### config.mk
export PLATFORM = sky130hd
export DESIGN_NAME = dual_edge_lockout_event_fifo_flat
export DESIGN_NICKNAME = d
export VERILOG_FILES = /design/src/sv/dlef_pkg.sv /design/src/sv/dlef_in_if.sv /design/src/sv/dlef_out_if.sv /design/src/sv/dlef_cfg_if.sv /design/src/sv/dual_edge_lockout_event_fifo.sv /design/src/sv/dlef_ring_ram.sv /design/src/flat_wrapper.sv
export SDC_FILE = /design/constraint.sdc
export NUM_CORES = 2
export LEC_CHECK = 0
export BUFFER_PORTS_ARGS = -buffer_cell sky130_fd_sc_hd__buf_4
export CAP_MARGIN = 20
export CORE_AREA = 3 3 406 408
export DETAILED_ROUTE_END_ITERATION = 7
export DIE_AREA = 0 0 409 411
export PLACE_DENSITY = 0.74
export SLEW_MARGIN = 20
export SYNTH_ARGS = -nofsm -noshare
export SYNTH_HDL_FRONTEND = slang
export SYNTH_SLANG_ARGS = --single-unit
### constraint.sdc
create_clock -name clk -period 20.3 [get_ports clk]
set_input_delay 0 -clock clk [delete_from_list [all_inputs] [get_ports clk]]
set_output_delay 0 -clock clk [all_outputs]
set_load 0.02 [all_outputs]
### src/sv/dlef_pkg.sv
// Shared constants and types for the dual-edge lockout event FIFO.
// No dependencies; every file that uses this package refers to it by scoped names.
package dlef_pkg;

  // Ring geometry
  localparam int RING_DEPTH = 32;
  localparam int PTR_W      = $clog2(RING_DEPTH);

  // Field widths
  localparam int TIME_W    = 63;
  localparam int LOCKOUT_W = 20;
  localparam int EV_W      = 1 + TIME_W;   // kind bit over timestamp

  localparam logic [LOCKOUT_W-1:0] LOCKOUT_RESET = LOCKOUT_W'(1000);

  // Command codes
  localparam logic CMD_SAMPLE = 1'b0;
  localparam logic CMD_POP    = 1'b1;

  // Event kinds, also the channel index
  localparam logic KIND_CLK = 1'b0;
  localparam logic KIND_RST = 1'b1;

  // Sequencer states
  typedef enum logic [2:0] {
    ST_IDLE       = 3'b001,
    ST_SAMPLE_RST = 3'b010,
    ST_POP_DONE   = 3'b100
  } state_t;

endpackage

### src/sv/dlef_in_if.sv
// Input channel: sample tick or pop request, valid/ready handshake.
// Depends on dlef_pkg for field widths.
interface dlef_in_if;
  logic                        valid;
  logic                        ready;
  logic                        cmd;
  logic                        clk_level;
  logic                        rst_level;
  logic [dlef_pkg::TIME_W-1:0] now_us;

  modport source (output valid, cmd, clk_level, rst_level, now_us, input ready);
  modport sink   (input valid, cmd, clk_level, rst_level, now_us, output ready);
endinterface

### src/sv/dlef_out_if.sv
// Result channel: popped event or not-found beat, valid/ready handshake.
// Depends on dlef_pkg for field widths.
interface dlef_out_if;
  logic                        valid;
  logic                        ready;
  logic                        found;
  logic                        event_kind;
  logic [dlef_pkg::TIME_W-1:0] event_time;

  modport source (output valid, found, event_kind, event_time, input ready);
  modport sink   (input valid, found, event_kind, event_time, output ready);
endinterface

### src/sv/dlef_cfg_if.sv
// Configuration write channel carrying the lockout register value.
// Depends on dlef_pkg for the register width.
interface dlef_cfg_if;
  logic                           valid;
  logic                           ready;
  logic [dlef_pkg::LOCKOUT_W-1:0] lockout_us;

  modport source (output valid, lockout_us, input ready);
  modport sink   (input valid, lockout_us, output ready);
endinterface

### src/sv/dual_edge_lockout_event_fifo.sv
// Rising-edge detector for a clock line and a reset line with a per-channel
// lockout, feeding a ring of (kind, time) events that is popped on request.
// Depends on dlef_pkg, dlef_in_if, dlef_out_if, dlef_cfg_if, dlef_ring_ram.
//
// In a sample beat, the clock channel is checked and may push in the cycle
// the beat is accepted, the reset channel in the next cycle, as the ring
// has a single write port. A pop beat reads the ring, which has a registered
// read; the result then sits in an output register, and a pop waits only if
// the previous result is still not taken. The ring holds RING_DEPTH-1 events;
// an accepted edge that finds it full still restarts its channel's lockout
// but the event is dropped. A pop of an empty ring returns found = 0 with zero
// kind and time. The lockout register may be written at any time the block is
// idle.
module dual_edge_lockout_event_fifo (
  input  logic              clk,
  input  logic              rst_n,
  dlef_in_if.sink           in_ch,
  dlef_out_if.source        out_ch,
  dlef_cfg_if.sink          cfg_ch
);

  localparam int PTR_W  = dlef_pkg::PTR_W;
  localparam int TIME_W = dlef_pkg::TIME_W;

  dlef_pkg::state_t state_r, state_nxt;

  logic [dlef_pkg::LOCKOUT_W-1:0] lockout_r;
  logic [1:0]                     prev_levels_r;
  logic [1:0]                     seen_r;
  logic [TIME_W-1:0]              last_r [2];
  logic [PTR_W-1:0]               wp_r, rp_r;
  logic                           rst_level_r;
  logic [TIME_W-1:0]              now_r;

  logic                           out_valid_r;
  logic                           found_r;
  logic                           kind_r;
  logic [TIME_W-1:0]              time_r;

  logic                           in_accept;
  logic                           pop_rd;
  logic                           chk_active;
  logic                           ch_sel;
  logic                           chk_level;
  logic [TIME_W-1:0]              chk_now;
  logic [TIME_W-1:0]              chk_last;
  logic [TIME_W-1:0]              diff;
  logic                           rise;
  logic                           take;
  logic [PTR_W-1:0]               wp_inc;
  logic [PTR_W-1:0]               rp_inc;
  logic                           full;
  logic                           empty;
  logic                           push;
  logic                           out_load;

  logic                           ram_en;
  logic [PTR_W-1:0]               ram_addr;
  logic [dlef_pkg::EV_W-1:0]      ram_wdata;
  logic [dlef_pkg::EV_W-1:0]      ram_rdata;

  // Config port: always ready
  assign cfg_ch.ready = 1'b1;

  always_ff @(posedge clk) begin
    if (!rst_n) begin
      lockout_r <= dlef_pkg::LOCKOUT_RESET;
    end else if (cfg_ch.valid) begin
      lockout_r <= cfg_ch.lockout_us;
    end
  end

  // Input handshake
  assign in_ch.ready = (state_r == dlef_pkg::ST_IDLE);
  assign in_accept   = in_ch.valid && in_ch.ready;
  assign pop_rd      = in_accept && (in_ch.cmd == dlef_pkg::CMD_POP);

  // Shared edge check: clock channel on accept, reset channel in the next cycle
  assign ch_sel     = (state_r == dlef_pkg::ST_SAMPLE_RST) ? dlef_pkg::KIND_RST
                                                          : dlef_pkg::KIND_CLK;
  assign chk_active = (in_accept && (in_ch.cmd == dlef_pkg::CMD_SAMPLE)) ||
                      (state_r == dlef_pkg::ST_SAMPLE_RST);
  assign chk_level  = ch_sel ? rst_level_r : in_ch.clk_level;
  assign chk_now    = ch_sel ? now_r : in_ch.now_us;
  assign chk_last   = last_r[ch_sel];
  assign diff       = chk_now - chk_last;
  assign rise       = chk_level && !prev_levels_r[ch_sel];
  assign take       = chk_active && rise &&
                      (!seen_r[ch_sel] ||
                       ((chk_now >= chk_last) &&
                        (diff >= {{(TIME_W - dlef_pkg::LOCKOUT_W){1'b0}}, lockout_r})));

  // Ring pointers, one slot kept free
  assign wp_inc = (wp_r == PTR_W'(dlef_pkg::RING_DEPTH - 1)) ? '0 : wp_r + 1'b1;
  assign rp_inc = (rp_r == PTR_W'(dlef_pkg::RING_DEPTH - 1)) ? '0 : rp_r + 1'b1;
  assign full   = (wp_inc == rp_r);
  assign empty  = (wp_r == rp_r);
  assign push   = take && !full;

  // Ring access: push writes, pop reads; never in the same cycle
  assign ram_en    = push || pop_rd;
  assign ram_addr  = push ? wp_r : rp_r;
  assign ram_wdata = {ch_sel, chk_now};

  dlef_ring_ram #(
    .DEPTH (dlef_pkg::RING_DEPTH),
    .WIDTH (dlef_pkg::EV_W)
  ) u_ring (
    .clk   (clk),
    .en    (ram_en),
    .we    (push),
    .addr  (ram_addr),
    .wdata (ram_wdata),
    .rdata (ram_rdata)
  );

  // Result register loads once the previous beat is gone
  assign out_load = (state_r == dlef_pkg::ST_POP_DONE) && (!out_valid_r || out_ch.ready);

  // Sequencer
  always_comb begin
    state_nxt = state_r;
    unique case (state_r)
      dlef_pkg::ST_IDLE: begin
        if (in_accept) begin
          state_nxt = (in_ch.cmd == dlef_pkg::CMD_POP) ? dlef_pkg::ST_POP_DONE
                                                        : dlef_pkg::ST_SAMPLE_RST;
        end
      end
      dlef_pkg::ST_SAMPLE_RST: state_nxt = dlef_pkg::ST_IDLE;
      dlef_pkg::ST_POP_DONE: begin
        if (out_load) begin
          state_nxt = dlef_pkg::ST_IDLE;
        end
      end
      default: state_nxt = dlef_pkg::ST_IDLE;
    endcase
  end

  // Control state
  always_ff @(posedge clk) begin
    if (!rst_n) begin
      state_r       <= dlef_pkg::ST_IDLE;
      prev_levels_r <= '0;
      seen_r        <= '0;
      last_r[0]     <= '0;
      last_r[1]     <= '0;
      wp_r          <= '0;
      rp_r          <= '0;
      out_valid_r   <= 1'b0;
    end else begin
      state_r <= state_nxt;
      if (chk_active) begin
        prev_levels_r[ch_sel] <= chk_level;
      end
      if (take) begin
        seen_r[ch_sel] <= 1'b1;
        last_r[ch_sel] <= chk_now;
      end
      if (push) begin
        wp_r <= wp_inc;
      end
      if (out_load && !empty) begin
        rp_r <= rp_inc;
      end
      if (out_load) begin
        out_valid_r <= 1'b1;
      end else if (out_ch.ready) begin
        out_valid_r <= 1'b0;
      end
    end
  end

  // Sample payload held for the reset channel
  always_ff @(posedge clk) begin
    if (in_accept) begin
      rst_level_r <= in_ch.rst_level;
      now_r       <= in_ch.now_us;
    end
  end

  // Result payload
  always_ff @(posedge clk) begin
    if (out_load) begin
      found_r <= !empty;
      kind_r  <= empty ? 1'b0 : ram_rdata[TIME_W];
      time_r  <= empty ? '0 : ram_rdata[TIME_W-1:0];
    end
  end

  assign out_ch.valid      = out_valid_r;
  assign out_ch.found      = found_r;
  assign out_ch.event_kind = kind_r;
  assign out_ch.event_time = time_r;

  // Checks
  a_no_rw_clash: assert property (@(posedge clk) disable iff (!rst_n)
    !(push && pop_rd))
    else $error("ring written and read in the same cycle");

  a_push_nonempty: assert property (@(posedge clk) disable iff (!rst_n)
    push |=> (wp_r != rp_r))
    else $error("ring empty right after a push");

  a_no_overwrite: assert property (@(posedge clk) disable iff (!rst_n)
    out_load |-> (!out_valid_r || out_ch.ready))
    else $error("result register loaded over an untaken beat");

  a_sample_two_step: assert property (@(posedge clk) disable iff (!rst_n)
    (in_accept && (in_ch.cmd == dlef_pkg::CMD_SAMPLE)) |=>
      (state_r == dlef_pkg::ST_SAMPLE_RST))
    else $error("reset channel step skipped after a sample");

endmodule

### src/sv/dlef_ring_ram.sv
// Generic single-port synchronous RAM with a registered read.
// No package dependency.
module dlef_ring_ram #(
  parameter int DEPTH = 32,
  parameter int WIDTH = 64
) (
  input  logic                     clk,
  input  logic                     en,
  input  logic                     we,
  input  logic [$clog2(DEPTH)-1:0] addr,
  input  logic [WIDTH-1:0]         wdata,
  output logic [WIDTH-1:0]         rdata
);

  logic [WIDTH-1:0] mem [DEPTH];

  // Write, or read into the output register; rdata holds otherwise
  always_ff @(posedge clk) begin
    if (en) begin
      if (we) begin
        mem[addr] <= wdata;
      end else begin
        rdata <= mem[addr];
      end
    end
  end

endmodule
### src/flat_wrapper.sv
// flat-port wrapper written by rule: the top's interface ports become plain ports
module dual_edge_lockout_event_fifo_flat 
  (clk, rst_n, in_ch_valid, in_ch_cmd, in_ch_clk_level, in_ch_rst_level, in_ch_now_us, in_ch_ready, out_ch_valid, out_ch_found, out_ch_event_kind, out_ch_event_time, out_ch_ready, cfg_ch_valid, cfg_ch_lockout_us, cfg_ch_ready);
  dlef_in_if in_ch_i ();
  dlef_out_if out_ch_i ();
  dlef_cfg_if cfg_ch_i ();
  input  logic clk;
  input  logic rst_n;
  input wire logic [$bits(in_ch_i.valid)-1:0] in_ch_valid;
  input wire logic [$bits(in_ch_i.cmd)-1:0] in_ch_cmd;
  input wire logic [$bits(in_ch_i.clk_level)-1:0] in_ch_clk_level;
  input wire logic [$bits(in_ch_i.rst_level)-1:0] in_ch_rst_level;
  input wire logic [$bits(in_ch_i.now_us)-1:0] in_ch_now_us;
  output wire logic [$bits(in_ch_i.ready)-1:0] in_ch_ready;
  output wire logic [$bits(out_ch_i.valid)-1:0] out_ch_valid;
  output wire logic [$bits(out_ch_i.found)-1:0] out_ch_found;
  output wire logic [$bits(out_ch_i.event_kind)-1:0] out_ch_event_kind;
  output wire logic [$bits(out_ch_i.event_time)-1:0] out_ch_event_time;
  input wire logic [$bits(out_ch_i.ready)-1:0] out_ch_ready;
  input wire logic [$bits(cfg_ch_i.valid)-1:0] cfg_ch_valid;
  input wire logic [$bits(cfg_ch_i.lockout_us)-1:0] cfg_ch_lockout_us;
  output wire logic [$bits(cfg_ch_i.ready)-1:0] cfg_ch_ready;
  assign in_ch_i.valid = in_ch_valid;
  assign in_ch_i.cmd = in_ch_cmd;
  assign in_ch_i.clk_level = in_ch_clk_level;
  assign in_ch_i.rst_level = in_ch_rst_level;
  assign in_ch_i.now_us = in_ch_now_us;
  assign in_ch_ready = in_ch_i.ready;
  assign out_ch_valid = out_ch_i.valid;
  assign out_ch_found = out_ch_i.found;
  assign out_ch_event_kind = out_ch_i.event_kind;
  assign out_ch_event_time = out_ch_i.event_time;
  assign out_ch_i.ready = out_ch_ready;
  assign cfg_ch_i.valid = cfg_ch_valid;
  assign cfg_ch_i.lockout_us = cfg_ch_lockout_us;
  assign cfg_ch_ready = cfg_ch_i.ready;
  dual_edge_lockout_event_fifo u_core (.clk(clk), .rst_n(rst_n), .in_ch(in_ch_i), .out_ch(out_ch_i), .cfg_ch(cfg_ch_i));
endmodule
==> metrics.yaml <==
fin_nets: 6398
cts_tree: "yes"
slew_viol_final: 0
dp_hpwl_um: 144000
worst-setup-path-type: "reg2reg"
crit_required_ns: 20.90
rsz0062_at_grt: "false"
r2r_end: "u_core.u_ring.rdata[8]$_DFFE_PP_"
drcViolationCount: 0
setup_viol_count_final: 0
internal-power_w: 0.00791
layout_min_cycle_time_ns: 14.03
dieArea_mm2: 0.168
overflow: 0
drtIter0Drc: 7889
power_density_mw_per_mm2: 91.8
end_kind: "flip-flop"
drtAntennaViolNets: 0
slowest_delay_ns: 0.93
instances_no_fill: 8590
detail_route.wl_per_cell_um: 31.7
fin_crit_sh: 0.691
min_path_type: "in2reg"
crit_slowest_cell: "buf_4"
postSynthAreaPerCell_um2: 16.7
first_pass_iters: 6
r2r_start: "u_core.state_r[1]$_SDFFE_PN0P_"
dpl_worst_slack_ns: 6.69
rows: 148
die_width_um: 409
critPathMaxFanout: 69
root_buffer: "clkbuf_16"
routed_wirelength_um: 273000
vias: 57100
fp.dieH_um: 411
worstPathArrival_ns: 14.62
coreArea_mm2: 0.162
netSwitchingPower_w: 0.00217
multi_input_area_mm2: 0.0232
synth.cell_area_mm2: 0.0967
grt_usage: 0.319
syn_inst: 5797
synth_warnings: 0
layout_commonest_cell: "edfxtp_1"
peakVddDrop_uv: 96.5
setup_ws_ns: 6.27
leakage_nw: 42.7
area_delta_synth_final_pct: 13.6
ys_seq_elements: 2405
htreeDepth: 4
synth.distinct_cells: 86
swShare: 0.215
antenna_found_initial: 10
final_cell_mix: "2367 x edfxtp_1, 1174 x mux2i_1, 516 x o22ai_1"
fmax_mhz: 71.3
synth_ff_type: "edfxtp_1"
drv_cap: 0
max_slew_margin: 0.231
start_util: 0.597
clkTransAtPathRegs_ns: 0.06
regArea_mm2: 0.0718
status: "complete, no violations"
total_power_w: 0.0101
fin_skew_ns: 0.0610
sequentialPowerShare: 0.547
vias_per_cell: 6.65
regToRegSetupSlack_ns: 6.27
hp-start: "in_ch_now_us[34]"
power_frac_comb: 0.050
finalHoldViolations: 0
whs_path_depth: 4
fin_util: 0.678
syn-num-nets: 5976
synthArstFlopShare: 0
tns_ns: 0
grt_pass1_vias: 56000
cts_made_buffers: 226
min_to: "u_core.last_r[0][34]$_SDFFCE_PN0P_"
startpoint_type: "flip-flop"
grt_max_degree: 134
grt_pass1_wl_um: 386000
cts_num_sinks: 2405
ioPinCount: 159
gp_congestion: 0.986
p_clk_frac: 0.403
worstRegToRegCells: 33
synth_enable_flop_cells: 2367
ys_seq_area_frac: 0.743
numPlacedInstances: 7945
cts_max_path_buffers: 3
clock_latency_ns: 0.87
worst_pin_slew_ns: 1.15
drive_gt1_frac: 0.109
nFillCells: 10400
port_buffers: 157
cells in the mapped netlist, drive strengths merged, types with 13 or more instances:
cell	n	area share
buf	198	0.012
o21bai	14	0.0011
and2	66	0.0043
a21oi	128	0.0076
o21a	13	0.0010
nand4	45	0.0029
clkbuf	114	0.0045
ha	87	0.011
nand3	20	0.0010
xnor2	28	0.0025
a21o	17	0.0013
o22ai	516	0.033
edfxtp	2367	0.74
nor2	252	0.0099
nor3	41	0.0022
dfxtp	38	0.0079
nand2	176	0.0068
o21ai	71	0.0037
mux2i	1174	0.12
a211oi	13	0.0010
xor2	21	0.0019
inv	101	0.0039
nor4	140	0.0091
worst max-delay path by stage:
stage | slack (ns) | end | start
2_1_floorplan | 7.39 | u_core.u_ring.mem[30][0]$_DFFE_PP_ | u_core.state_r[1]$_SDFFE_PN0P_
3_3_place_gp | 6.81 | u_core.u_ring.rdata[15]$_DFFE_PP_ | u_core.state_r[1]$_SDFFE_PN0P_
3_5_place_dp | 6.69 | u_core.u_ring.rdata[8]$_DFFE_PP_ | u_core.state_r[1]$_SDFFE_PN0P_
4_1_cts | 6.67 | u_core.u_ring.rdata[45]$_DFFE_PP_ | u_core.state_r[1]$_SDFFE_PN0P_
5_1_grt | 5.64 | u_core.u_ring.rdata[8]$_DFFE_PP_ | u_core.state_r[1]$_SDFFE_PN0P_
6_report | 6.27 | u_core.u_ring.rdata[8]$_DFFE_PP_ | u_core.state_r[1]$_SDFFE_PN0P_
registers in the layout, summed over array words and instances, names as in the netlist, 5 cells and up:
signal	count
u_core.u_ring.rdata	64
u_core.wp_r	5
u_core.last_r	126
u_core.u_ring.mem	2048
u_core.out_ch.event_time	63
u_core.now_r	63
u_core.rp_r	5
u_core.lockout_r	20
repair_timing:
item	in CTS	in global routing
hold buffers	213	0
hold endpoints to repair	356	0
gates resized for setup	0	0
buffers inserted	0	0
worst max-delay path: cells and delay by family, from the launching register on:
family	cells	cell delay, ns
XOR/XNOR	1	0.25
AO/OA/AOI/OAI	10	3.52
AND/OR/NAND/NOR	12	2.82
multiplexers	2	0.66
buffers and inverters	6	4.83
adder cells (fa/ha/maj)	2	1.10
flip-flops	1	0.35
logic make-up after synthesis:
logic type / Yosys count / share of synthesized area
muxes: 1177 / 0.122
and+or+nand+nor: 817 / 0.0421
buffers and inverters: 415 / 0.0203
AOI/OAI and AO/OA: 845 / 0.0565
xor gates and xnor gates: 49 / 0.00444
DFF: 2405 / 0.743
other: 1 / 0.0000388
adders and majority gates: 88 / 0.0115
through the flow:
stage | hold WS (ns) | area [um^2]
final | 0.0812 | 110000
after global routing | 0.0633 | 110000
after CTS | 0.0164 | 110000
after detailed placement | 0.189 | 100000
after global placement | 0.185 | 100000
after floorplan | 0.0989 | 96700
power groups by stage:
stage / logic [W] / clock network [W] / registers [W]
after global placement: 0.000436 / 0 / 0.00562
final: 0.000500 / 0.00407 / 0.00551
after CTS: 0.000479 / 0.00409 / 0.00551
after global routing: 0.000529 / 0.00429 / 0.00551
after floorplan: 0.000271 / 0 / 0.00561
after detailed placement: 0.000442 / 0 / 0.00562
metal layers:
metal,global-route usage,vias to the layer above,part of all wire
li1,-,23900,-
met1,0.438,28900,0.37
met2,0.514,3699,0.48
met3,0.0588,659,0.11
met4,0.119,2,0.040
met5,0.00201,-,0.000048
cell type report:
| type | count | share of cell area |
|---|---|---|
| diodes | 3 | 0.0000684 |
| clock inverters | 144 | 0.0110 |
| clock buffers | 277 | 0.0539 |
| repair buffers | 506 | 0.0415 |
| multi-input cells | 2977 | 0.211 |
| flip-flops and latches | 2405 | 0.654 |
| well taps | 2175 | 0.0248 |
| inverters | 103 | 0.00352 |
(Power assumes the default switching activity.)
